**config.mk**
```make
export PLATFORM = sky130hd
export DESIGN_NAME = sfcmc_ram
export DESIGN_NICKNAME = d
export VERILOG_FILES = /design/src/sv/sfcmc_ram.sv
export SDC_FILE = /design/constraint.sdc
export NUM_CORES = 1
export LEC_CHECK = 0
export ABC_CLOCK_PERIOD_IN_PS = 2120
export BUFFER_PORTS_ARGS = -buffer_cell sky130_fd_sc_hd__buf_2
export CAP_MARGIN = 20
export CORE_MARGIN = 2
export CORE_UTILIZATION = 40
export DETAILED_ROUTE_END_ITERATION = 7
export PLACE_DENSITY = 0.56
export SLEW_MARGIN = 20
export SYNTH_ARGS = -nofsm -noshare
export SYNTH_HDL_FRONTEND = slang
export SYNTH_SLANG_ARGS = --single-unit
```
**constraint.sdc**
```tcl
create_clock -name i_clk -period 2.12 [get_ports i_clk]
set_input_delay 0.106 -clock i_clk [delete_from_list [all_inputs] [get_ports i_clk]]
set_output_delay 0.106 -clock i_clk [all_outputs]
set_load 0.02 [all_outputs]
```
**src/sv/sfcmc_ram.sv**
```systemverilog
// generic simple dual-port ram with registered read
module sfcmc_ram #(
    parameter  int WIDTH = 8,
    parameter  int DEPTH = 16,
    localparam int AW    = (DEPTH > 1) ? $clog2(DEPTH) : 1
) (
    input  logic             i_clk,
    input  logic             i_we,
    input  logic [AW-1:0]    i_waddr,
    input  logic [WIDTH-1:0] i_wdata,
    input  logic [AW-1:0]    i_raddr,
    output logic [WIDTH-1:0] o_rdata
);
    logic [WIDTH-1:0] r_mem [DEPTH];
    logic [WIDTH-1:0] r_rdata;

    always_ff @(posedge i_clk) begin
        if (i_we) begin
            r_mem[i_waddr] <= i_wdata;
        end
        r_rdata <= r_mem[i_raddr];
    end

    assign o_rdata = r_rdata;
endmodule

```
# == Word level (Yosys, flattened, before mapping) ==
# Memories as Yosys holds them, arrays and structs flattened. A register that Yosys moved wholly into a read port is not among the register bits.
# Cells that the tools add are included.
# totals
inputBits,18
memories,1
word_cells,3
mem_bits_rw,128
reg_bits,0
# op_classes
muxes,2
# memory_table
name,depth,width,read_ports,rd_ports_with_merged_regs,write_ports,line,rtl
r_mem,16,8,1,1,1,14,logic [WIDTH-1:0] r_mem [DEPTH];
# op_table
cell,count
1-bit two-way mux,2

# == Depth between registers and ports, before layout ==
# Gate-level depths: netlist of run 1.
# depth
depth_word,2
depth_mapped,5

# == Least setup slack after synthesis of run 1 ==
# OpenSTA, ideal clock, no wires.
# synth_path
path_kind,input port to flip-flop
start,input i_waddr[2]
end,"memory r_mem[0][0], enable pin"
path_stages,2
slack_ns,0.521
arrival_ns,1.216
t_required_ns,1.737
path_buffers,0
path_cell_list,or3b_2 -> nor3_1
# synth_rtl
element,line,rtl
from (decl),9,"input logic [AW-1:0] i_waddr,"
to (decl),14,
# No word-level cell before the write port.

==> impl_metrics.ini, run 1 <==
[pwr]
max-vdd-ir-drop_v = 0.000469
powerDensity_mw_per_mm2 = 1030
total_power_uw = 6420
power_leakage_uw = 0.00212

[worst_setup_path]
path_delay_family = multiplexers
cp_max_fo = 1
cp_slowest_cell = mux4_1
worstSetupPathType = register to register
critPathLaunchType = register
worst-r2r-setup-slack_ns = 0.73
reg2regPathDepth = 3
r2r-start = r_mem[2][5]
critPathMaxStageDelay_ns = 0.54
worstPathRequired_ns = 2.40
endpoint_kind = register
worst-path-buf-inv = 0
arrival_ns = 1.67
r2r-end = o_rdata[5]
crit_chain = mux4_1, a22oi_1, nand2_1

[placement]
place_ws_ns = 0.466
dp_hpwl_um = 5990
place_congestion = 0.725
portBuffers = 25
dp.cells = 437

[hold_path]
holdCritPathClass = input pin to register
worstHoldEndpoint = r_mem[14][0]
hp-start = i_wdata[0]
whs_path_depth = 1

[sta]
slew_viol_final = 0
max_freq_mhz = 720
hold_violations = 0
finalHoldWorstSlack_ns = 0.0857
grt_setup_unrepaired = false
setup_slack_ns = 0.731
finalCriticalPeriod_ns = 1.39
setup_viol = 0
fin_crit_sh_pct = 65.5
skew_ns = 0.00892
relSlewSlack_pct = 74.1
tns_ns = 0
worst_pin_slew_ns = 0.388

[finish]
nets = 302
area_growth_pct = 20.9
antenna_cells = 0
final_common_cell = edfxtp_1
stdcell_count = 469
final_cell_mix = edfxtp_1, buf_2, buf_4
fillCellCount = 1011
drive_above_1_share_pct = 32.3

[die]
die_w_um = 117
dieHeight_um = 117
core-area_mm2 = 0.0126
num_rows = 41
initial_utilization_pct = 41.0
die-area_mm2 = 0.0138
ios = 26

[clock_tree]
cts_tree = yes
root_buffer = clkbuf_16
postCtsSetupRepairBufs = 0
cts_resized = 0
numCtsBuffers = 17
clk_pin_slew_ns = 0.06
ctsHoldBuffers = 0
clk_path_buf_depth = 2
cts.htree.levels = 4
clock_latency_ns = 0.40
cts.sinks = 136

[global_route]
grt_max_degree = 33
first_global_vias = 2431
antenna_found_initial = 0
grt.overflow.total = 0
grtUsageTotal_pct = 14.8
grt_pass1_wl_um = 14500

[route]
drt_pass1_iterations = 4
wl_um = 9690
drt_iter0_drc = 130
final_antenna_net_count = 0
viasPerCell = 5.11
wl_per_cell_um = 20.7
drc = 0
num_vias = 2397

[logic_synthesis]
synth_nets = 247
yosysWarningCount = 0
avgSynthCellArea_um2 = 22.5
synth.distinct_cells = 19
synthCells = 229
synth.yosys.seq_area_share_pct = 77.8
mappedNetlistArea_mm2 = 0.00515
ys_ff_latch = 136

[run]
max_cap_violations = 0

[run_status]
outcome = finished clean
[how the worst max path moves through the flow]
stage,start,endpoint,slack (ns),cells past startpoint
after global placement,i_raddr[0],o_rdata[5],0.50,5
after global routing,r_mem[2][5],o_rdata[5],0.68,3
after detailed placement,i_raddr[0],o_rdata[5],0.47,5
after CTS,r_mem[2][5],o_rdata[5],0.70,3
after floorplan,i_waddr[2],r_mem[0][0],0.52,2
final,r_mem[2][5],o_rdata[5],0.73,3
[where the power goes]
| group | internal, uW | leakage (uW) | switching [uW] |
|---|---|---|---|
| Sequential | 3010 | 0.00122 | 17.1 |
| Clock | 2060 | 0.000306 | 1040 |
| Combinational | 123 | 0.000590 | 174 |
| Total | 5190 | 0.00212 | 1230 |
[routing by layer]
layer  share of wire, %  routed length (um)  track usage [%]  vias up
met5                  0                   0                0        -
met4               0.93                  90             6.55        0
met3                3.8                 369             3.45        7
met2                 49                4800             23.7       55
met1                 46                4440             19.5     1257
li1                   -                   -                -     1078
[flip-flops by register name, indices dropped and copies added (netlist names)]
register / count
r_mem: 128
o_rdata: 8
[layout make-up]
class | instances | area, um2 | area share [%]
Clock buffer | 21 | 470 | 7.56
Clock inverter | 11 | 170 | 2.73
Multi-Input combinational cell | 83 | 1060 | 17.0
Sequential cell | 136 | 4000 | 64.3
Tap cell | 172 | 215 | 3.46
Timing Repair Buffer | 46 | 308 | 4.94
[metrics by stage]
stage | area (um2) | utilization, %
2_1_floorplan | 5150 | -
3_3_place_gp | 5580 | 44.4
3_5_place_dp | 5580 | 44.4
4_1_cts | 6220 | 49.5
5_1_grt | 6220 | 49.5
6_report | 6220 | 49.5
[synth_stat cells, drive strengths merged]
| library cell | number | share of area (%) |
|---|---|---|
| nand2b | 2 | 0.24 |
| dfxtp | 8 | 3.1 |
| a22oi | 16 | 2.3 |
| nand3b | 2 | 0.29 |
| and2 | 1 | 0.12 |
| nor3 | 4 | 0.39 |
| mux4 | 32 | 15 |
| and2b | 1 | 0.15 |
| edfxtp | 128 | 75 |
| clkdlybuf4s25 | 3 | 0.58 |
| nand3 | 1 | 0.097 |
| or3b | 1 | 0.17 |
| nand2 | 9 | 0.66 |
| buf | 7 | 1.1 |
| nor2 | 13 | 0.95 |
| nor2b | 1 | 0.12 |
[logic make-up (layout without fill, tap and decap cells)]
group / count (synthesis) / in the layout / synth area share (%)
AOI/OAI and AO/OA: 16 / 16 / 2.33
buffers and inverters: 10 / 78 / 1.68
DFF: 136 / 136 / 77.8
muxes: 32 / 32 / 15.0
and+or+nand+nor: 35 / 35 / 3.18
(Power assumes the default switching activity.)
==> run 2: changes to the inputs <==
Settings changed: ABC_CLOCK_PERIOD_IN_PS 2120 to 1400.
Clock period 2.12 ns to 1.4 ns, I/O delays scaled along.
==> run 2 against run 1 <==
- hold slack lost 0.040 ns
- via count grew 2.9%
- highest routed layer unchanged
- core utilization grew 0.33 points
- largest cell class unchanged
- global-route usage grew 1.1 points
- critical path type unchanged
- largest power group is now sequential cells
- design area grew 0.66%
==> impl_metrics.ini, run 2 (synthesized netlist as in run 1, its figures left out) <==
[run_status]
outcome = finished clean

[hold_path]
whs_path_depth = 1
hp-start = i_wdata[6]
worstHoldEndpoint = r_mem[14][6]
holdCritPathClass = input pin to register

[route]
final_antenna_net_count = 0
viasPerCell = 5.20
drc = 0
drt_iter0_drc = 310
drt_pass1_iterations = 4
wl_um = 10000
wl_per_cell_um = 21.2
num_vias = 2466

[clock_tree]
clk_path_buf_depth = 2
cts_tree = yes
cts.sinks = 136
postCtsSetupRepairBufs = 0
ctsHoldBuffers = 0
numCtsBuffers = 17
clock_latency_ns = 0.41
clk_pin_slew_ns = 0.06
cts_resized = 0
root_buffer = clkbuf_16
cts.htree.levels = 4

[run]
max_cap_violations = 0

[global_route]
grt_pass1_wl_um = 15900
antenna_found_initial = 0
first_global_vias = 2562
grtUsageTotal_pct = 15.9
grt_max_degree = 19
grt.overflow.total = 0

[finish]
final_common_cell = edfxtp_1
drive_above_1_share_pct = 34.4
final_cell_mix = edfxtp_1, buf_2, buf_4
area_growth_pct = 21.7
largest_reg_flops = 128
antenna_cells = 0
nets = 307
stdcell_count = 474
largest-register = r_mem
final_area_mm2 = 0.00627
final_core_util_pct = 49.9

[sta]
setup_viol = 0
hold_violations = 0
relSlewSlack_pct = 51.5
max_freq_mhz = 745
grt_setup_unrepaired = false
skew_ns = 0.00746
finalHoldWorstSlack_ns = 0.0455
slew_viol_final = 0
setup_slack_ns = 0.0583
worst_pin_slew_ns = 0.725
finalCriticalPeriod_ns = 1.34
fin_crit_sh_pct = 95.8

[placement]
dp.cells = 442
dp_hpwl_um = 6580
portBuffers = 25
place_area_mm2 = 0.00565
place_congestion = 0.750
place_ws_ns = -0.126

[worst_setup_path]
crit_cells = 3
worstSetupPathType = register to register
cp_slowest_cell = mux4_1
worst-path-buf-inv = 0
reg2regPathDepth = 3
critPathLaunchType = register
r2r-start = r_mem[8][2]
worstPathRequired_ns = 1.69
arrival_ns = 1.63
endpoint_kind = register
crit_chain = mux4_1, a22oi_1, nand2_1
worst-r2r-setup-slack_ns = 0.06
cp_max_fo = 1
path_delay_family = multiplexers
critPathMaxStageDelay_ns = 0.50
r2r-end = o_rdata[2]

[pwr]
power_leakage_uw = 0.00213
powerDensity_mw_per_mm2 = 1520
max-vdd-ir-drop_v = 0.000859

[die]
die_w_um = 117
initial_utilization_pct = 41.0
num_rows = 41
dieHeight_um = 117
ios = 26
die-area_mm2 = 0.0138
core-area_mm2 = 0.0126
## run 2: cell types whose count changed in the layout (fill, tap and decap cells not counted), moves of 2 or more
cell / previous run / this run
buf_4: 19 / 22
clkbuf_8: 3 / 0
clkinvlp_4: 3 / 6
a22oi_1: 16 / 14
a22oi_2: 0 / 2
buf_12: 2 / 4
## run 2: final cells by class
cell class                      instances  area (um2)
Clock buffer                           18         429
Clock inverter                         14         175
Fill cell                            1028        6300
Multi-Input combinational cell         83        1070
Sequential cell                       136        4000
Tap cell                              172         215
Timing Repair Buffer                   51         370
## run 2: worst register-to-register path: cells and delay by family (launching register included)
kind,cells,cell delay (ns)
flops,1,0.36
simple gates,1,0.08
mux,1,0.50
compound gates,1,0.29
## run 2: worst max path at each step
stage                            start  slack, ns     endpoint
after floorplan             i_waddr[2]       0.06  r_mem[3][0]
after global placement      i_raddr[0]      -0.15   o_rdata[2]
after detailed placement    i_raddr[0]      -0.13   o_rdata[1]
after CTS                  r_mem[3][1]       0.03   o_rdata[1]
after global routing      r_mem[10][2]       0.01   o_rdata[2]
final                      r_mem[8][2]       0.06   o_rdata[2]
## run 2: where the power goes
part	switching (uW)	leakage (uW)	internal, uW
combinational	271	0.000627	200
sequential	27.2	0.00122	4550
clock	1670	0.000275	2810
## run 2: layer usage
metal	global-route usage (%)	vias up	share of wire [%]
met2	23.6	78	47
li1	-	1091	-
met5	0	-	0
met3	5.06	11	5.1
met4	5.42	0	1.3
met1	22.4	1286	47
## run 2: through the flow
step / total power, uW / setup TNS (ns)
after floorplan: 4920 / 0
after global placement: 5130 / -0.544
after detailed placement: 5140 / -0.528
after CTS: 9610 / 0
after global routing: 9850 / 0
final: 9530 / 0
