`src/sv/sfcmc_pkg.sv`:
```
// shared constants, codes and types of the contact-material cache
package sfcmc_pkg;

    localparam int DEF_SHARDS  = 16;
    localparam int DEF_ENTRIES = 64;

    localparam int KEY_W  = 64;
    localparam int VAL_W  = 16;
    localparam int FUNC_W = 2;

    // operation codes; the fourth code means nothing
    typedef enum logic [FUNC_W-1:0] {
        FUNC_ADD     = 2'd0,
        FUNC_PERSIST = 2'd1,
        FUNC_REMOVE  = 2'd2
    } t_func;

    typedef enum logic [3:0] {
        ST_CLEAR,
        ST_IDLE,
        ST_MOD,
        ST_BASE,
        ST_SEARCH,
        ST_HIT,
        ST_VREAD,
        ST_INSERT,
        ST_RESULT
    } t_state;

    typedef struct packed {
        logic             settings_valid;
        logic             cache_hit;
        logic [VAL_W-1:0] friction;
        logic [VAL_W-1:0] restitution;
    } t_result;

endpackage

```
`src/sv/sfcmc_isqrt.sv`:
```
// geometric mean of two frictions: product, then bitwise integer square root
module sfcmc_isqrt
    import sfcmc_pkg::*;
(
    input  logic             i_clk,
    input  logic             i_rst_n,
    input  logic             i_start,
    input  logic [VAL_W-1:0] i_a,
    input  logic [VAL_W-1:0] i_b,
    output logic             o_done,
    output logic [VAL_W-1:0] o_root
);
    localparam int PW = 2 * VAL_W;

    logic [PW-1:0] r_v, n_v;
    logic [PW-1:0] r_root, n_root;
    logic [PW-1:0] r_bit, n_bit;
    logic          r_busy, n_busy;
    logic          r_done, n_done;
    logic [PW-1:0] sum;

    always_comb begin
        sum    = r_root + r_bit;
        n_v    = r_v;
        n_root = r_root;
        n_bit  = r_bit;
        n_busy = r_busy;
        n_done = r_done;
        if (i_start) begin
            n_v    = PW'(i_a) * PW'(i_b);
            n_root = '0;
            n_bit  = PW'(1) << (PW - 2);
            n_busy = 1'b1;
            n_done = 1'b0;
        end else if (r_busy) begin
            if (r_v >= sum) begin
                n_v    = r_v - sum;
                n_root = (r_root >> 1) + r_bit;
            end else begin
                n_root = r_root >> 1;
            end
            n_bit = r_bit >> 2;
            if (r_bit[0]) begin
                n_busy = 1'b0;
                n_done = 1'b1;
            end
        end
    end

    always_ff @(posedge i_clk) begin
        if (!i_rst_n) begin
            r_busy <= 1'b0;
            r_done <= 1'b0;
        end else begin
            r_busy <= n_busy;
            r_done <= n_done;
        end
        r_v    <= n_v;
        r_root <= n_root;
        r_bit  <= n_bit;
    end

    assign o_done = r_done;
    assign o_root = r_root[VAL_W-1:0];
endmodule

```
`config.mk`:
```
export PLATFORM = sky130hd
export DESIGN_NAME = sfcmc_isqrt
export DESIGN_NICKNAME = d
export VERILOG_FILES = /design/src/sv/sfcmc_pkg.sv /design/src/sv/sfcmc_isqrt.sv
export SDC_FILE = /design/constraint.sdc
export NUM_CORES = 1
export LEC_CHECK = 0
export BUFFER_PORTS_ARGS = -buffer_cell sky130_fd_sc_hd__buf_4
export CAP_MARGIN = 20
export CORE_UTILIZATION = 70
export DETAILED_ROUTE_END_ITERATION = 10
export PLACE_DENSITY = 0.94
export SYNTH_ARGS = -nofsm -noshare
export SYNTH_HDL_FRONTEND = slang
export SYNTH_SLANG_ARGS = --single-unit
```
`constraint.sdc`:
```
create_clock -name i_clk -period 11.3 [get_ports i_clk]
set_clock_uncertainty 0.05 [all_clocks]
set_input_delay 0.565 -clock i_clk [delete_from_list [all_inputs] [get_ports i_clk]]
set_output_delay 0.565 -clock i_clk [all_outputs]
set_load 0.01 [all_outputs]
```
Word level (Yosys, flattened, before mapping)
Index checks and enable logic that the tools add are counted.
Word-level totals
  flip-flop bits (word level): 82
  input port bits: 35
  output and inout bits: 17
Operators by class
  add/subtract/negate cells: 3
  multiply operators: 1
  $lt $le $gt $ge: 1
  muxes and demuxes: 7
  bitwise logic cells: 1
  reduce and logical (&&, ||, !) cells: 5
Operator list (count)
  $mux W32: 4
  $add A31 B31 Y32: 1
  $add A32 B31 Y32: 1
  $ge A32 B32 Y1: 1
  $mul A16 B16 Y32: 1
  $sub A32 B32 Y32: 1
  $reduce_and A2 Y1: 2
  $reduce_bool A2 Y1: 2
  $mux W1: 3
  $reduce_or A2 Y1: 1
  $not A1 Y1: 1

Depth between registers and ports, before layout
Gate-level depths: netlist (run 1).
  depth in word-level cells: 5
  gate-level depth with buffers: 22
  mapped depth without buffers: 21

Least setup slack after synthesis (run 1)
Ideal clock, no wire load.
  path type: register -> register
  start point: register r_root[2]
  end point: register r_v[0], enable pin
  arrival time: 6008 ps
  required time: 10784 ps
  path slack: 4777 ps
  cell stages (with the launch flop): 20
  path buffers: 2
  clock period less this slack: 6523 ps
  cells stage by stage: dfxtp_1 > ha_1 > a31o_2 > o211ai_1 > o21ai_1 > a211o_1 > a21oi_1 > nor2_1 > nor2_1 > xor2_1 > ha_1 > nand2_1 > nor3_1 > nand2b_1 > a21oi_1 > o2111ai_2 > and2_4 > buf_6 > buf_4 > o21ai_0
On the way
  cells in the longest elaborated chain, start to end: 4
Ends and longest elaborated chain
  start: declaration: RTL line sfcmc_isqrt.sv:16  | logic [PW-1:0] r_root, n_root;
  start signal: assignment: RTL line sfcmc_isqrt.sv:59  | r_root <= n_root;
  $add A32 B31 Y32: RTL line sfcmc_isqrt.sv:23  | sum = r_root + r_bit;
  $ge A32 B32 Y1: RTL line sfcmc_isqrt.sv:36  | if (r_v >= sum) begin
  $reduce_bool A2 Y1 (no line)
  $reduce_and A2 Y1 (no line)
  end signal: assignment: RTL line sfcmc_isqrt.sv:58  | r_v <= n_v;
  end: declaration: RTL line sfcmc_isqrt.sv:15  | logic [PW-1:0] r_v, n_v;
No other way between the ends.
A chain may end at the register's enable or synchronous reset.

Worst setup path after layout (run 1)
  start point: input port i_a[7]
  end point: register r_v[23], data pin
On the way
  cells in the longest elaborated chain, start to end: 2
Ends and longest elaborated chain
  start: declaration: RTL line sfcmc_isqrt.sv:8  | input logic [VAL_W-1:0] i_a,
  $mul A16 B16 Y32: RTL line sfcmc_isqrt.sv:30  | n_v = PW'(i_a) * PW'(i_b);
  $mux W32: RTL line sfcmc_isqrt.sv:29  | if (i_start) begin
  named net n_v[23]: RTL line sfcmc_isqrt.sv:15
The timed path passes the listed nets, and every way through them passes these cells.

==> results.toml, run 1 <==
[run_status]
status = "completed"

[setup_path]
critical_path_class = "input pin to register"
start_kind = "input pin"
r2r-start = "r_root[2]$_SDFFE_PP0P_"
cp_max_fo = 16
cp.arrival_ns = 6.36
rr_endpoint = "r_root[26]$_SDFFE_PP0P_"
crit_start = "i_a[7]"
critical_path.endpoint_type = "register"
endpoint = "r_v[23]$_DFFE_PP_"
cp_data_required_time_ns = 11.32
reg2reg_depth = 18
reg2reg_slack_ns = 5.12

[sta]
slew_headroom_pct = 37.7
drv_slew = 0
tns_ns = 0
period_share_pct = 56.1
worst_slew_pin_slew_ns = 0.912
fin_crit_ns = 6.34
rsz0062_at_grt = "false"
finalSetupViolations = 0
hold_viol_final = 0
holdWs_ns = 0.374
fmax_ghz = 0.158

[global_route]
grt_pass1_wl_um = 64300
grtUsageTotal_pct = 35.6
grt_max_degree = 70
overflow = 0
grt_antenna_before_repair = 0
grt_pass1_vias = 13700

[clock_tree]
cts_setup_buffers = 0
cts_tree = "built"
cts_root_buf = "clkbuf_16"
cts_resized = 0
cts_buffer_depth = 2
clk_latency_ns = 0.35
clk_transition_reported_paths_ns = 0.07
h-tree-depth = 3
numCtsBuffers = 9
holdBufCountCts = 0
clkSinkCount = 82

[floorplanning]
io_pins = 52
die_h_um = 151
start_util_pct = 71.5
design.core.area_sq_um = 21800
rows = 54
dieArea_sq_um = 22900
die_x_um = 151

[finish]
drive_gt1_share_pct = 5.17
nNetsFinal = 2231
antenna_cells = 0
fill_cells = 1509
synthToLayoutAreaGrowth_pct = 4.02
final_cell_area_sq_um = 16200

[synth]
synthMuxAreaShare_pct = 2.10
synth_top_area_share_pct = 25.0
synth_top_flop_cell = "dfxtp_1"
synth_top_family_by_area = "adder cells"
synth_fa_ha_area_share_pct = 38.7
ys_ff_latch = 82
synth_simple_gate_area_share_pct = 17.6
synthCells = 1852
yosysMostFrequentCell = "inv_1"
synth_commonest_cells = "255 x inv_1, 236 x nand2_1, 195 x fa_1"
seq_area_frac_synth_pct = 12.6
syn_area_sq_um = 15600
netlist_top_cells_area = "fa_1 25%, ha_1 14%, dfxtp_1 6.4%"
synth_xor_area_share_pct = 5.11
avgSynthCellArea_sq_um = 8.42
synth_edf_count = 32
syn_nets = 2252
netlist-cell-type-count = 71
yosys_warnings = 0
synthArstFlopShare_pct = 0
synth_compound_area_share_pct = 15.2
synth_top_area_cell = "fa_1"

[route]
via_count = 13200
initialDrtViolationCount = 955
wl_per_cell_um = 18.2
post_drt_via_cell_ratio = 6.26
drt-pass1-iter-count = 6
routed_wl_um = 38500
ant_nets = 0
drc_errors = 0

[placed_design]
port_buffers = 51
placed_area_sq_um = 16000
place_hpwl_um = 30300
gp_congestion = 0.932

[hold_path]
hp-class = "input pin to register"

[job]
drv_cap = 0

[power]
leakagePower_nw = 7.59
peakVddDrop_mv = 0.310
p_per_area_nw_per_um2 = 319
-- per-stage QoR --
| step | power [mW] | std cells | utilization [%] | worst slack, ns |
|---|---|---|---|---|
| after floorplan | 3.88 | 1852 | - | 4.78 |
| after global placement | 4.61 | 2100 | 73.1 | 4.79 |
| after detailed placement | 4.80 | 2100 | 73.1 | 4.65 |
| after CTS | 5.11 | 2116 | 74.4 | 5.03 |
| after global routing | 5.74 | 2116 | 74.4 | 4.76 |
| final | 5.18 | 2116 | 74.4 | 4.96 |
-- cells by family (layout without fill, tap and decap cells) --
group	after synthesis	in the layout
fa+ha+maj	365	365
compound gates	357	357
xor+xnor	91	91
flops	82	82
simple gates	583	583
mux	32	32
buf+inv	342	326
-- sequential cells by signal, summed over array words and instances, names as in the netlist --
name / cells
r_bit: 16
r_v: 32
r_root: 32
o_done: 1
r_busy: 1
-- worst max-delay path, stage by stage --
cell	delay, ns
buf_4	0.17
and2_1	0.18
fa_1	0.54
inv_1	0.05
fa_1	0.46
fa_1	0.50
fa_1	0.55
inv_1	0.05
fa_1	0.48
inv_1	0.05
fa_1	0.47
inv_1	0.04
ha_1	0.32
a21oi_1	0.40
and2_1	0.26
o211ai_1	0.13
or2_2	0.32
a21bo_2	0.21
a221oi_1	0.34
xnor2_1	0.18
mux2i_1	0.09
-- metal layers --
metal	vias up	track usage, %	routed length [um]
met5	-	0	0
met3	160	4.88	2840
met2	628	61.8	19000
li1	6115	-	-
met1	6344	43.3	15100
met4	0	17.3	1670
-- power by group --
group | total, mW | switching (mW) | internal, mW
sequential | 0.535 | 0.0608 | 0.475
combinational | 4.36 | 2.56 | 1.80
clock | 0.282 | 0.128 | 0.154
total | 5.18 | 2.75 | 2.43
-- final cells by class --
cell class,instances,area [sq um],share of cell area (%)
well taps,280,350,2.16
inverters,255,957,5.90
clock inverters,5,27.5,0.170
flip-flops and latches,82,1960,12.1
repair buffers,55,413,2.54
multi-input cells,1428,12300,75.6
clock buffers,11,243,1.50
-- worst min path at each step --
stage                              to                   start  slack [ns]  cells past startpoint
5_1_grt             r_busy$_SDFF_PN0_                 i_rst_n        0.38                      2
3_3_place_gp      o_done$_SDFFE_PP0P_     o_done$_SDFFE_PP0P_        0.46                      2
2_1_floorplan  r_root[0]$_SDFFE_PP0P_  r_root[0]$_SDFFE_PP0P_        0.43                      2
6_report            r_busy$_SDFF_PN0_                 i_rst_n        0.37                      2
3_5_place_dp      o_done$_SDFFE_PP0P_     o_done$_SDFFE_PP0P_        0.46                      2
4_1_cts             r_busy$_SDFF_PN0_                 i_rst_n        0.38                      2
-- cell usage in the layout (no fill, tap or decap), types with 29 or more instances in the layout --
master    Yosys  final
a211oi_1     34     34
a21oi_1      88     88
a31oi_1      29     29
and2_1      125    125
buf_4        20     55
dfxtp_1      50     49
edfxtp_1     32     32
fa_1        195    195
ha_1        170    170
inv_1       255    255
nand2_1     236    236
nor2_1      114    114
o21ai_0      64     63
xnor2_1      53     53
xor2_1       38     38
(Power assumes the default switching activity.)
==> run 2: changes to the inputs <==
- CORE_UTILIZATION: 70 -> 66
- PLACE_DENSITY: 0.94 -> 0.9
- clock period: 11.3 -> 6.25 ns (I/O delays scaled with it)
==> results.toml, run 2 (synthesis gave the netlist of run 1 again) <==
[finish]
nNetsFinal = 2239
antenna_cells = 0
drive_gt1_share_pct = 5.59
postLayoutCoreUtil_pct = 71.4
fill_cells = 1656
synthToLayoutAreaGrowth_pct = 4.80
stdcell_count = 2157
final_cell_mix = "255 x inv_1, 236 x nand2_1, 195 x fa_1, 170 x ha_1, 125 x and2_1"
final_common_cell = "inv_1"
top_regs = "r_root (32), r_v (32), r_bit (16)"

[floorplanning]
io_pins = 52
dieArea_sq_um = 24300
rows = 55
die_h_um = 156
start_util_pct = 68.1
die_x_um = 156
design.core.area_sq_um = 22900

[clock_tree]
cts_resized = 0
h-tree-depth = 3
clk_transition_reported_paths_ns = 0.07
numCtsBuffers = 9
cts_setup_buffers = 0
cts_buffer_depth = 2
clkSinkCount = 82
cts_root_buf = "clkbuf_16"
cts_tree = "built"
holdBufCountCts = 0
clk_latency_ns = 0.36

[power]
leakagePower_nw = 7.63
peakVddDrop_mv = 0.742
p_per_area_nw_per_um2 = 588
p_total_mw = 9.61

[hold_path]
worstHoldPathCells = 2
min_from = "i_rst_n"
hp-class = "input pin to register"
hold_path_end = "r_busy$_SDFF_PN0_"

[sta]
worst_slew_pin_slew_ns = 0.973
slew_headroom_pct = 35.1
fmax_ghz = 0.171
finalSetupViolations = 0
tns_ns = 0
fin_crit_ns = 5.84
period_share_pct = 93.4
drv_slew = 0
hold_viol_final = 0
rsz0062_at_grt = "false"

[placed_design]
port_buffers = 51
place_hpwl_um = 31100
place_inst = 2141
gp_congestion = 0.938

[setup_path]
cp.arrival_ns = 5.90
slowest_stage = "fa_1"
cpLargestDelayFamily = "adder cells"
cp_data_required_time_ns = 6.31
rr_endpoint = "r_v[27]$_DFFE_PP_"
cp_common_cell = "fa_1"
reg2reg_slack_ns = 0.59
slowest_delay_ns = 0.55
cp_num_buf_inv = 6
r2r-start = "r_root[6]$_SDFFE_PP0P_"
cp_cell_sequence = "buf_4 -> nand2_1 -> fa_1 -> inv_1 -> fa_1 -> inv_1 -> fa_1 -> inv_1 -> fa_1 -> fa_1 -> inv_1 -> fa_1 -> inv_1 -> ha_1 -> nand3_1 -> o211a_1 -> or2_2 -> a32oi_1 -> a41oi_1 -> xnor2_1 -> mux2_2"
start_kind = "input pin"
critical_path.endpoint_type = "register"
reg2reg_depth = 18
cp_max_fo = 16
critical_path_class = "input pin to register"

[run_status]
status = "completed"

[global_route]
grt_max_degree = 70
grt_pass1_wl_um = 66600
grt_pass1_vias = 14000
grt_antenna_before_repair = 0
grtUsageTotal_pct = 34.5
overflow = 0

[route]
drc_errors = 0
drt-pass1-iter-count = 6
ant_nets = 0
routed_wl_um = 39400
via_count = 13500
initialDrtViolationCount = 1355
wl_per_cell_um = 18.3
post_drt_via_cell_ratio = 6.25

[job]
drv_cap = 0
-- run 2: changes by cell type in the layout (fill, tap and decap cells not counted), sizes merged --
| cell | previous run | this run |
|---|---|---|
| buf | 55 | 63 |
| clkinv | 3 | 4 |
| inv | 257 | 256 |
-- run 2: metal layers --
layer	vias up	wire length (um)	global-route usage, %
met5	-	0	0
met4	0	1890	17.2
met3	166	3050	5.78
met2	739	19400	60.5
met1	6456	15000	40.9
li1	6129	-	-
-- run 2: report_power, final --
part	switching, mW	total [mW]	internal [mW]
clock network	0.238	0.533	0.295
logic	4.81	8.12	3.31
registers	0.103	0.961	0.858
total	5.15	9.61	4.46
-- run 2: worst max path at each step --
stage          depth (start not counted)                 to    from  slack, ns
6_report                              21  r_v[24]$_DFFE_PP_  i_b[7]       0.41
5_1_grt                               21  r_v[24]$_DFFE_PP_  i_a[7]       0.14
4_1_cts                               21  r_v[23]$_DFFE_PP_  i_b[4]       0.46
3_5_place_dp                          21  r_v[23]$_DFFE_PP_  i_b[4]       0.08
3_3_place_gp                          21  r_v[23]$_DFFE_PP_  i_a[7]       0.22
2_1_floorplan                         20  r_v[23]$_DFFE_PP_  i_b[1]       0.24
-- run 2: worst reg2reg max path: stages, from the launching register on --
cell and delay [ns]:
dfxtp_1 0.39, ha_1 0.29, or2_2 0.31, o211ai_1 0.31
o21ai_1 0.21, a211o_1 0.36, a21oi_1 0.36, nor2_1 0.09
nor2_1 0.12, xor2_1 0.09, ha_1 0.40, nand2_1 0.08
nor3_1 0.33, nand2b_1 0.10, a21oi_1 0.26, o2111ai_2 0.15
and2_4 0.27, o21ai_2 0.81, buf_4 0.36
-- run 2: through the flow --
stage / hold WS (ns) / setup WS [ns] / cell area (sq um)
floorplan: 0.380 / 0.241 / 15600
global placement: 0.448 / 0.217 / 16100
detailed placement: 0.456 / 0.0823 / 16100
CTS: 0.116 / 0.455 / 16400
global route: 0.110 / 0.139 / 16400
finish: 0.112 / 0.415 / 16400
-- run 2: layout make-up --
cell class / count / area (sq um) / area share, %
clock buffer: 11 / 254 / 1.55
tap: 313 / 392 / 2.40
inverter: 255 / 957 / 5.85
clock inverter: 5 / 36.3 / 0.222
multi-input combinational: 1428 / 12300 / 75.1
sequential: 82 / 1960 / 12.0
timing repair buffer: 63 / 473 / 2.89
