`config.mk`:
```
export PLATFORM = sky130hd
export DESIGN_NAME = sfcmc_keymod
export DESIGN_NICKNAME = d
export VERILOG_FILES = /design/src/sv/sfcmc_pkg.sv /design/src/sv/sfcmc_keymod.sv
export SDC_FILE = /design/constraint.sdc
export NUM_CORES = 1
export LEC_CHECK = 0
export BUFFER_PORTS_ARGS = -buffer_cell sky130_fd_sc_hd__buf_2
export CAP_MARGIN = 20
export CORE_MARGIN = 2
export CORE_UTILIZATION = 26
export CTS_CLUSTER_SIZE = 10
export DETAILED_ROUTE_END_ITERATION = 8
export PLACE_DENSITY_LB_ADDON = 0.05
export SKIP_LAST_GASP = 1
export SLEW_MARGIN = 20
export SYNTH_ARGS = -nofsm -noshare
export SYNTH_HDL_FRONTEND = slang
export SYNTH_SLANG_ARGS = --single-unit
```
`constraint.sdc`:
```
create_clock -name i_clk -period 0.8 [get_ports i_clk]
set_input_delay 0.16 -clock i_clk [delete_from_list [all_inputs] [get_ports i_clk]]
set_output_delay 0.16 -clock i_clk [all_outputs]
set_load 0.02 [all_outputs]
```
`src/sv/sfcmc_pkg.sv`:
```
// shared constants, codes and types of the contact-material cache
package sfcmc_pkg;

    localparam int DEF_SHARDS  = 16;
    localparam int DEF_ENTRIES = 64;

    localparam int KEY_W  = 64;
    localparam int VAL_W  = 16;
    localparam int FUNC_W = 2;

    // operation codes; the fourth code means nothing
    typedef enum logic [FUNC_W-1:0] {
        FUNC_ADD     = 2'd0,
        FUNC_PERSIST = 2'd1,
        FUNC_REMOVE  = 2'd2
    } t_func;

    typedef enum logic [3:0] {
        ST_CLEAR,
        ST_IDLE,
        ST_MOD,
        ST_BASE,
        ST_SEARCH,
        ST_HIT,
        ST_VREAD,
        ST_INSERT,
        ST_RESULT
    } t_state;

    typedef struct packed {
        logic             settings_valid;
        logic             cache_hit;
        logic [VAL_W-1:0] friction;
        logic [VAL_W-1:0] restitution;
    } t_result;

endpackage

```
`src/sv/sfcmc_keymod.sv`:
```
// key modulo shard count: folded sum of key chunks, then a reciprocal multiply
module sfcmc_keymod
    import sfcmc_pkg::*;
#(
    parameter  int SHARDS = DEF_SHARDS,
    localparam int REM_W  = (SHARDS > 1) ? $clog2(SHARDS) : 1
) (
    input  logic             i_clk,
    input  logic             i_rst_n,
    input  logic             i_start,
    input  logic [KEY_W-1:0] i_key,
    output logic             o_done,
    output logic [REM_W-1:0] o_rem
);
    localparam int CHUNK_W = 16;
    // chunk plus three chunks times a weight below 256
    localparam int FOLD_W  = CHUNK_W + 10;
    localparam int LOG_S   = (SHARDS > 1) ? $clog2(SHARDS) : 0;
    localparam int SH      = FOLD_W + LOG_S;
    localparam int RECIP_W = FOLD_W + 2;
    localparam int PROD_W  = FOLD_W + RECIP_W;

    // weight of each upper key chunk, 2**(16*i) mod SHARDS
    localparam logic [FOLD_W-1:0] WT1 = FOLD_W'((64'd1 << CHUNK_W) % SHARDS);
    localparam logic [FOLD_W-1:0] WT2 = FOLD_W'((64'd1 << (2 * CHUNK_W)) % SHARDS);
    localparam logic [FOLD_W-1:0] WT3 = FOLD_W'((64'd1 << (3 * CHUNK_W)) % SHARDS);
    // ceil(2**SH / SHARDS) gives the exact quotient of any folded value
    localparam logic [RECIP_W-1:0] RECIP =
        RECIP_W'(((64'd1 << SH) + 64'(SHARDS) - 64'd1) / 64'(SHARDS));
    localparam logic [FOLD_W-1:0] DIVISOR = FOLD_W'(SHARDS);

    logic [FOLD_W-1:0] r_fold, n_fold;
    logic [FOLD_W-1:0] r_fold_d;
    logic [FOLD_W-1:0] r_quot, n_quot;
    logic [REM_W-1:0]  r_rem, n_rem;
    logic              r_v1;
    logic              r_v2;
    logic              r_done, n_done;
    logic [PROD_W-1:0] prod;
    logic [FOLD_W-1:0] back;

    always_comb begin
        n_fold = FOLD_W'(i_key[CHUNK_W-1:0])
               + FOLD_W'(i_key[2*CHUNK_W-1:CHUNK_W]) * WT1
               + FOLD_W'(i_key[3*CHUNK_W-1:2*CHUNK_W]) * WT2
               + FOLD_W'(i_key[4*CHUNK_W-1:3*CHUNK_W]) * WT3;
        prod   = PROD_W'(r_fold) * PROD_W'(RECIP);
        n_quot = FOLD_W'(prod >> SH);
        back   = r_quot * DIVISOR;
        n_rem  = REM_W'(r_fold_d - back);
        n_done = r_done;
        if (i_start) begin
            n_done = 1'b0;
        end else if (r_v2) begin
            n_done = 1'b1;
        end
    end

    always_ff @(posedge i_clk) begin
        if (!i_rst_n) begin
            r_v1   <= 1'b0;
            r_v2   <= 1'b0;
            r_done <= 1'b0;
        end else begin
            r_v1   <= i_start;
            r_v2   <= r_v1;
            r_done <= n_done;
        end
        if (i_start) begin
            r_fold <= n_fold;
        end
        if (r_v1) begin
            r_fold_d <= r_fold;
            r_quot   <= n_quot;
        end
        if (r_v2) begin
            r_rem <= n_rem;
        end
    end

    assign o_done = r_done;
    assign o_rem  = r_rem;
endmodule

```
**Word level (Yosys, flattened, before mapping)**

Cells that the tools add are included.

- Register bits after elaboration: 15
- Input port bits: 67
- Output and inout bits: 5
- Logic and storage cells: 9

- Add/sub/neg operators: 1
- Bitwise gates (word level): 1
- Reductions and logical operators: 1

Operator list:

| cell | number |
|---|---|
| $sub 4x1->4 const B | 1 |
| $reduce_or 2->1 | 1 |
| $not 1->1 | 1 |

**Depth between registers and ports, before layout**

Gate-level depths: netlist of the first run.

- Depth after elaboration: 2
- Gate-level depth with buffers: 2
- Depth with buffers taken out: 2

**Least setup slack after synthesis of the first run**

No wires, ideal clock.

- Kind: reg2reg
- Start point: register, netlist name o_done
- End point: register r_done, in the netlist o_done
- Library setup time: 0.072 ns
- Data arrival time: 0.632 ns
- Data required time: 0.728 ns
- Path slack: 0.096 ns
- Cell stages (with the launch flop): 3
- Path buffers: 0
- Clock period less this slack: 0.704 ns
- Cell sequence: dfxtp_1 > nor2_1 > nor3b_2

RTL lines:

| what | line | text |
|---|---|---|
| end signal, assigned | sfcmc_keymod.sv:67 | `r_done <= n_done;` |
| end, declared | sfcmc_keymod.sv:38 | `logic r_done, n_done;` |

**Worst setup path after layout of the first run**

- Start point: register r_rem[1], in the netlist o_rem[1]
- End point: output o_rem[1]

RTL lines:

| what | line | text |
|---|---|---|
| start, declared | sfcmc_keymod.sv:35 | `logic [REM_W-1:0] r_rem, n_rem;` |
| start signal, assigned | sfcmc_keymod.sv:77 | `r_rem <= n_rem;` |
| end, declared | sfcmc_keymod.sv:13 | `output logic [REM_W-1:0] o_rem` |

No word-level cell between the ends.

==> metrics.txt, run 1 <==
status complete, but fails checks; failing checks negative setup slack; Power Density 2370 nW/um^2; largest delay contributor family on the critical path flip-flops; count of final hold-check violations 0; Startpoint Class flop; HP Class in -> reg; Post-CTS Setup Repair Bufs 0; sequential share of the synthesized area 93.6%; CTS tree done; Vias 202; global-route layer with the greatest usage met2; largest family of logic cells by synthesized area simple AND/OR/NAND/NOR gates; fin crit period 0.955 ns; CP Capture Type output port; global router's overall resource usage 5.71%; Inserted Diodes 0; largest cells by area after synthesis edfxtp_1 (80%), dfxtp_1 (13%), and2_1 (2.8%); nets 102; Final Setup Violations 5; worst r2r src r_v1; Worst Reg-to-Reg Cells 0; Ys Warns 0; Peak Freq 1.05 GHz; Slowest-stage cell, CP edfxtp_1; multiplexer area fraction after synthesis 0%; RSZ-0062 raised after global routing yes; Post-CTS Resized 3; fill cell count 157; area delta synth->final 26.5%; Starting DRT DRC Count 4; grt met1 use 4.53%; clock slew at reported path FFs 0.09 ns; count of different cell masters after synthesis 5; CP startpoint o_rem[1]; Core Rows 15; initial cell density of the core 26.9%; adder-cell share of the synthesized area 0%; Final WS setup -0.155 ns; simple logic cell fraction of the synthesized area 6.41%; Overflow after GRT 0; DRC 0; I/O pins 72; per-cell routed wire length 9.49 um; post-synthesis xor/xnor area fraction 0%; CTS Sinks 15; hold-fix buffers at CTS 0; crit path buf inv count 1; multi-input logic area 28.8 um^2; Pleak 0.213 nW; GR Util met2 9.30%; Worst Skew 0.00449 ns; Initial DRT Pass Iterations 2; Post-Syn Area per Cell 23.6 um^2; Peak VDD IR 1.25 mV; Die Y-Extent 45.6 um; Max H-tree Level 1; synthesized instance count 19; Critical Path Max Stage Delay 0.38 ns; Post-DRT Antenna Nets 0; Max-Cap Viols 0; PortBufs 11; die area 2080 um^2; final wirelength 484 um; Stages on worst setup path 1; Tot Pwr 1.35 mW; M3 GR Usage 4.76%; Compound-Gate Fraction of Synth Area 0%; Max-slew headroom 86.9%; initial antenna violation count 0; Die W 45.6 um; CP Cell Sequence buf_6; Final Cycle Share 119%; worst skew pair latency 0.27 ns; Util after Layout 34.0%; RR Endpoint r_fold_d[3]; Synth Register Bits 15; sequential cell area 423 um^2; core area 1670 um^2; largest net degree at the start of global routing 10; number of CTS-inserted buffers 3; Syn Nets 86; Slew Viols, Final 0; hold path start i_key[3]; synthesized cell area 449 um^2; layout cells sized above 1 52.9%; Synth area leader edfxtp_1; number of global-route vias before repair 185; Worst EP arrival 0.79 ns; slew at the pin closest to its max-slew limit 0.196 ns; worst setup path endpoint o_rem[1]; Worst R2R Setup Slack 0.07 ns; first-pass GRT wire length 759 um; crit path max fanout 1; Placer Congestion 0.557; Clock Path Buffers 2; critical path class reg -> out; Req. time, crit path 0.64 ns; vias per cell 3.96; share of the synthesized area in the top cell type 80.2%; CTS Root Cell clkbuf_4
==> kinds of logic (layout without fill, tap and decap cells) <==
logic type    count (synthesis)  count (layout)
flops                        15              15
simple gates                  4               4
buf+inv                       0              15
==> state kept, by name (all words and copies together) (netlist names) <==
| register | flops |
|---|---|
| o_rem | 4 |
| r_fold | 4 |
| r_fold_d | 4 |
| o_done | 1 |
| r_v1 | 1 |
| r_v2 | 1 |
==> synth_stat cells <==
library cell / number
dfxtp_1: 3
nor2_1: 1
and2_1: 2
edfxtp_1: 12
nor3b_2: 1
==> power breakdown <==
part,total [mW],internal (mW),switching [mW]
combinational,0.0340,0.0183,0.0156
clock,0.410,0.185,0.224
sequential,0.903,0.888,0.0147
total,1.35,1.09,0.255
==> routing by layer <==
layer  vias up  part of all wire (%)
met5         -                     0
met4         0                     0
met3         0                   8.5
met2        10                    51
met1        92                    40
li1        100                     -
==> stage by stage <==
step | setup TNS (ns) | setup WS, ns | hold WS [ns] | cell area [um^2] | instances
after CTS | -0.770 | -0.168 | 0.0381 | 561 | 51
after global placement | 0 | 0.0688 | 0.336 | 526 | 47
final | -0.686 | -0.155 | 0.0528 | 568 | 51
after global routing | -0.891 | -0.204 | 0.0316 | 568 | 51
after detailed placement | 0 | 0.0482 | 0.338 | 526 | 47
after floorplan | 0 | 0.0959 | 0.230 | 449 | 19
==> worst min-delay path by stage <==
stage	endpoint	slack [ns]	depth (start not counted)
detailed placement	r_fold[1]	0.34	1
finish	r_fold[3]	0.05	1
global route	r_fold[3]	0.03	1
CTS	r_fold[1]	0.04	1
global placement	r_fold[1]	0.34	1
floorplan	o_done	0.23	1
==> cell usage in the layout (no fill, tap or decap) <==
master / instances
and2_1: 2
buf_2: 9
buf_6: 2
clkbuf_4: 3
clkinv_2: 1
dfxtp_1: 1
dfxtp_2: 2
edfxtp_1: 12
nor2_1: 1
nor3b_2: 1
==> layout make-up <==
cell class                      instances  share of cell area [%]
Sequential cell                        15                    74.4
Multi-Input combinational cell          4                    5.07
Tap cell                               17                    3.74
Clock buffer                            3                    3.96
Timing Repair Buffer                   11                    11.9
Clock inverter                          1                   0.881
No activity file was read; power rests on OpenSTA's default activity.
==> run 2: changes to the inputs <==
--- a/config.mk
+++ b/config.mk
@@ -7,8 +7,11 @@
 export LEC_CHECK = 0
 export BUFFER_PORTS_ARGS = -buffer_cell sky130_fd_sc_hd__buf_2
 export CAP_MARGIN = 20
+export CELL_PAD_IN_SITES_DETAIL_PLACEMENT = 2
+export CELL_PAD_IN_SITES_GLOBAL_PLACEMENT = 2
+export CORE_ASPECT_RATIO = 2
 export CORE_MARGIN = 2
-export CORE_UTILIZATION = 26
+export CORE_UTILIZATION = 13
 export CTS_CLUSTER_SIZE = 10
 export DETAILED_ROUTE_END_ITERATION = 8
 export PLACE_DENSITY_LB_ADDON = 0.05
==> metrics.txt, run 2 (synthesis results as in run 1) <==
Tot Pwr 1.55 mW (+15%); Clock Path Buffers 2 (unchanged); first-pass GRT wire length 1.07 mm (+41%); pre-CTS setup slack 0.0348 ns (-0.0134 ns); fin crit period 0.929 ns (-0.0253 ns); PortBufs 11 (unchanged); Cell Count, Final, Fillers Out 66 (+29%); Stages on worst setup path 1 (unchanged); Placed Instances 62 (+32%); WHS 0.0888 ns (+0.0360 ns); Pleak 0.225 nW (+5.3%); Overflow after GRT 0 (unchanged); global router's overall resource usage 4.20% (-1.5 points); hold-fix buffers at CTS 0 (unchanged); sequential cell area 423 um^2 (unchanged); critical path class reg -> out; RSZ-0062 raised after global routing yes; Placer Congestion 0.585 (+5.2%); Combinational Power Share 2.4% (about the same); CTS tree done; Worst Skew 0.000581 ns (-0.00390 ns); Power Density 2480 nW/um^2 (+4.8%); fill cell count 355 (+130%); CP Cell Sequence buf_6; Hold Path Stages 1 (unchanged); Net Sw Power 0.286 mW (+12%); commonest non-fill, non-tap cell in the layout edfxtp_1; Die W 45.6 um (unchanged); worst skew pair latency 0.24 ns (-0.03 ns); Inserted Diodes 0 (unchanged); initial cell density of the core 13.4% (-13 points); Initial DRT Pass Iterations 2 (unchanged); Final Setup Violations 5 (unchanged); Post-DRT Antenna Nets 0 (unchanged); Vias 214 (+5.9%); Peak Freq 1.08 GHz (+2.7%); per-cell routed wire length 10.0 um (+5.7%); CTS Root Cell clkbuf_8; crit path buf inv count 1 (unchanged); Sw Ratio 18.4% (-0.48 points); initial antenna violation count 0 (unchanged); Placed Area 544 um^2 (+3.6%); setup TNS -0.558 ns (+0.128 ns); CTS Sinks 15 (unchanged); Req. time, crit path 0.64 ns (about the same); DRC 0 (unchanged); CP Capture Type output port; core area 3340 um^2 (+100%); Startpoint Class flop; layout cells sized above 1 50.0% (-2.9 points); Max-slew headroom 86.3% (-0.61 points); multi-input logic area 28.8 um^2 (unchanged); count of final hold-check violations 0 (unchanged); number of global-route vias before repair 249 (+35%); Starting DRT DRC Count 2 (-2); vias per cell 3.24 (-18%); Core Rows 30 (+15); slew at the pin closest to its max-slew limit 0.205 ns (+0.00915 ns); Final Cycle Share 116% (-3.2 points); clock slew at reported path FFs 0.06 ns (-0.03 ns); final wirelength 662 um (+37%); Final WS setup -0.129 ns (+0.0253 ns); Detail Route met2 WL 353 um (+43%); nets 102 (unchanged); Slowest-stage cell, CP edfxtp_1; register share of total power 58.6% (-8.5 points); die area 3970 um^2 (+91%); total internal power 1.26 mW (+16%); Critical Path Max Stage Delay 0.38 ns (about the same); Peak VDD IR 0.902 mV (-28%); HP Class in -> reg; Post-CTS Setup Repair Bufs 0 (unchanged); status complete, but fails checks; Die Y-Extent 87.1 um (+91%); number of CTS-inserted buffers 3 (unchanged); largest delay contributor family on the critical path flip-flops; Util after Layout 18.7% (-15 points); M1 WL 222 um (+14%); area delta synth->final 38.7%; clock power share 39.0% (+8.6 points); met3 wire length 53 um (+29%); Slew Viols, Final 0 (unchanged); most frequent cells in the layout edfxtp_1 (12), buf_2 (6), buf_6 (5); Worst EP arrival 0.77 ns (-0.02 ns); Max-Cap Viols 0 (unchanged); Max H-tree Level 1 (unchanged); failing checks negative setup slack; I/O pins 72 (unchanged); Worst Reg-to-Reg Cells 0 (unchanged); crit path max fanout 1 (unchanged); largest net degree at the start of global routing 9 (-1); top layer in use met4; post-route cell area 623 um^2 (+9.7%)
run 2: cell types whose count changed in the layout (fill, tap and decap cells not counted):
cell,before,now
clkbuf_1,0,1
buf_6,2,5
clkbuf_4,3,0
buf_2,9,6
clkbuf_8,0,3
clkinv_2,1,0
run 2: final cells by class:
cell class                 count  share of cell area (%)
timing repair buffer          11                    13.9
clock buffer                   4                    7.23
sequential                    15                    67.9
tap                           32                    6.43
multi-input combinational      4                    4.62
run 2: metal layers:
layer  vias to the layer above  GRT usage, %
met3                         4          1.24
li1                         99             -
met2                        14          7.04
met1                        97          3.23
met4                         0          4.81
met5                         -             0
run 2: path summary, 6_finish.rpt:
check	endpoint	slack, ns	start
worst max-delay path	o_rem[3]	-0.13	o_rem[3]
worst min-delay path	r_fold[1]	0.09	i_key[1]
worst max register to register	r_fold_d[3]	0.07	r_v1
worst min register to register	r_fold_d[0]	0.42	r_fold[0]
run 2: repair_timing:
action                     4_1_cts  5_1_grt
gates resized for setup          3        9
setup endpoints to repair        5       10
hold endpoints to repair         0        0
run 2: power by group through the flow:
| stage | Combinational, mW | Clock, mW | Sequential [mW] |
|---|---|---|---|
| 6_report | 0.0367 | 0.604 | 0.907 |
| 5_1_grt | 0.0413 | 0.668 | 0.913 |
| 3_5_place_dp | 0.0342 | 0 | 0.924 |
| 3_3_place_gp | 0.0326 | 0 | 0.920 |
| 4_1_cts | 0.0355 | 0.641 | 0.908 |
| 2_1_floorplan | 0.00623 | 0 | 0.921 |
==> run 3: changes to the inputs <==
--- a/config.mk
+++ b/config.mk
@@ -15,6 +15,7 @@
 export CTS_CLUSTER_SIZE = 10
 export DETAILED_ROUTE_END_ITERATION = 8
 export PLACE_DENSITY_LB_ADDON = 0.05
+export SETUP_SLACK_MARGIN = 0.4
 export SKIP_LAST_GASP = 1
 export SLEW_MARGIN = 20
 export SYNTH_ARGS = -nofsm -noshare
==> metrics.txt, run 3 (synthesis results as in run 1) <==
worst skew pair latency 0.24 ns (about the same); first-pass GRT wire length 1.11 mm (+3.8%); Post-CTS Setup Repair Bufs 0 (unchanged); hold path start i_key[0]; status complete, but fails checks; CP startpoint o_rem[0]; area delta synth->final 41.8%; Max H-tree Level 1 (unchanged); Util after Layout 19.1% (+0.41 points); Peak Freq 1.08 GHz (+0.42%); vias per cell 3.39 (+4.7%); worst setup path endpoint o_rem[0]; worst r2r src r_v2; CTS Root Cell clkbuf_8; Post-DRT Antenna Nets 0 (unchanged); Final Setup Violations 5 (unchanged); Final WS setup -0.126 ns (+0.00388 ns); failing checks negative setup slack; fin crit period 0.926 ns (-0.00388 ns); Critical Path Max Stage Delay 0.38 ns (about the same); most frequent cells in the layout edfxtp_1 (12), buf_2 (6), buf_6 (5); count of final hold-check violations 0 (unchanged); HP Class in -> reg; Die W 45.6 um (unchanged); Vias 224 (+4.7%); Worst R2R Setup Slack 0.14 ns (+0.07 ns); commonest non-fill, non-tap cell in the layout edfxtp_1; global router's overall resource usage 4.53% (+0.33 points); die area 3970 um^2 (unchanged); Tot Pwr 1.54 mW (-0.53%); pre-CTS setup slack 0.120 ns (+0.0855 ns); Overflow after GRT 0 (unchanged); Req. time, crit path 0.64 ns (about the same); Placed Area 551 um^2 (+1.1%); layout cells sized above 1 58.8% (+8.8 points); Pleak 0.228 nW (+1.6%); number of CTS-inserted buffers 3 (unchanged); RR Endpoint o_rem[3]; post-route cell area 637 um^2 (+2.2%); RSZ-0062 raised after global routing yes; Slowest-stage cell, CP edfxtp_1; Peak VDD IR 0.796 mV (-12%); core area 3340 um^2 (unchanged); per-cell routed wire length 10.3 um (+3.2%); slew at the pin closest to its max-slew limit 0.145 ns (-0.0604 ns); Final Cycle Share 116% (-0.49 points); Core Rows 30 (unchanged); CTS tree done; crit path max fanout 1 (unchanged); Startpoint Class flop; CP Capture Type output port; WHS 0.0916 ns (+0.00272 ns); Inserted Diodes 0 (unchanged); clock slew at reported path FFs 0.06 ns (about the same); crit path buf inv count 1 (unchanged); Placer Congestion 0.605 (+3.3%); initial cell density of the core 13.4% (unchanged); Worst Reg-to-Reg Cells 0 (unchanged); largest net degree at the start of global routing 9 (unchanged); final wirelength 683 um (+3.2%); Starting DRT DRC Count 2 (unchanged); Die Y-Extent 87.1 um (unchanged); CP Cell Sequence buf_6; Worst EP arrival 0.77 ns (about the same); Slew Viols, Final 0 (unchanged); Power Density 2420 nW/um^2 (-2.7%); Max-Cap Viols 0 (unchanged); critical path class reg -> out; Stages on worst setup path 1 (unchanged); Initial DRT Pass Iterations 2 (unchanged); Worst Skew 0.00290 ns (+0.00232 ns); nets 102 (unchanged); DRC 0 (unchanged); Max-slew headroom 90.3% (+4.0 points); initial antenna violation count 0 (unchanged); I/O pins 72 (unchanged); largest delay contributor family on the critical path flip-flops; PortBufs 11 (unchanged); CTS Sinks 15 (unchanged); number of global-route vias before repair 254 (+2.0%); Clock Path Buffers 2 (unchanged)
run 3: worst min path at each step:
stage                endpoint  depth (start not counted)  slack [ns]
detailed placement  r_fold[3]                          1        0.34
global route        r_fold[3]                          1        0.07
CTS                 r_fold[3]                          1        0.09
finish              r_fold[0]                          1        0.09
floorplan              o_done                          1        0.22
global placement    r_fold[1]                          1        0.34
run 3: timing repair:
action                                  in CTS  in global routing
endpoints found under the setup margin      23                 23
hold buffers                                 0                  0
resized for setup                            6                  8
run 3: layout make-up:
type	instances	area, um^2
clock buffer	4	45.0
fill	350	2700
sequential	15	432
multi-input combinational	4	33.8
timing repair buffer	11	86.3
tap	32	40.0
run 3: where the power goes:
group          internal (mW)  switching, mW  total (mW)
Sequential             0.884         0.0189       0.903
Combinational         0.0218         0.0171      0.0389
Clock                  0.352          0.246       0.598
Total                   1.26          0.282        1.54
run 3: through the flow:
stage | std cells | TNS (ns)
global placement | 62 | 0
detailed placement | 62 | 0
CTS | 66 | -0.600
floorplan | 19 | 0
global route | 66 | -0.745
finish | 66 | -0.554
run 3: layer usage:
metal | vias up | share of wire (%) | GRT usage, %
met5 | - | 0 | 0
met4 | 0 | 3.2 | 4.01
met3 | 4 | 8.5 | 1.87
met2 | 14 | 54 | 7.55
met1 | 107 | 34 | 3.76
li1 | 99 | - | -
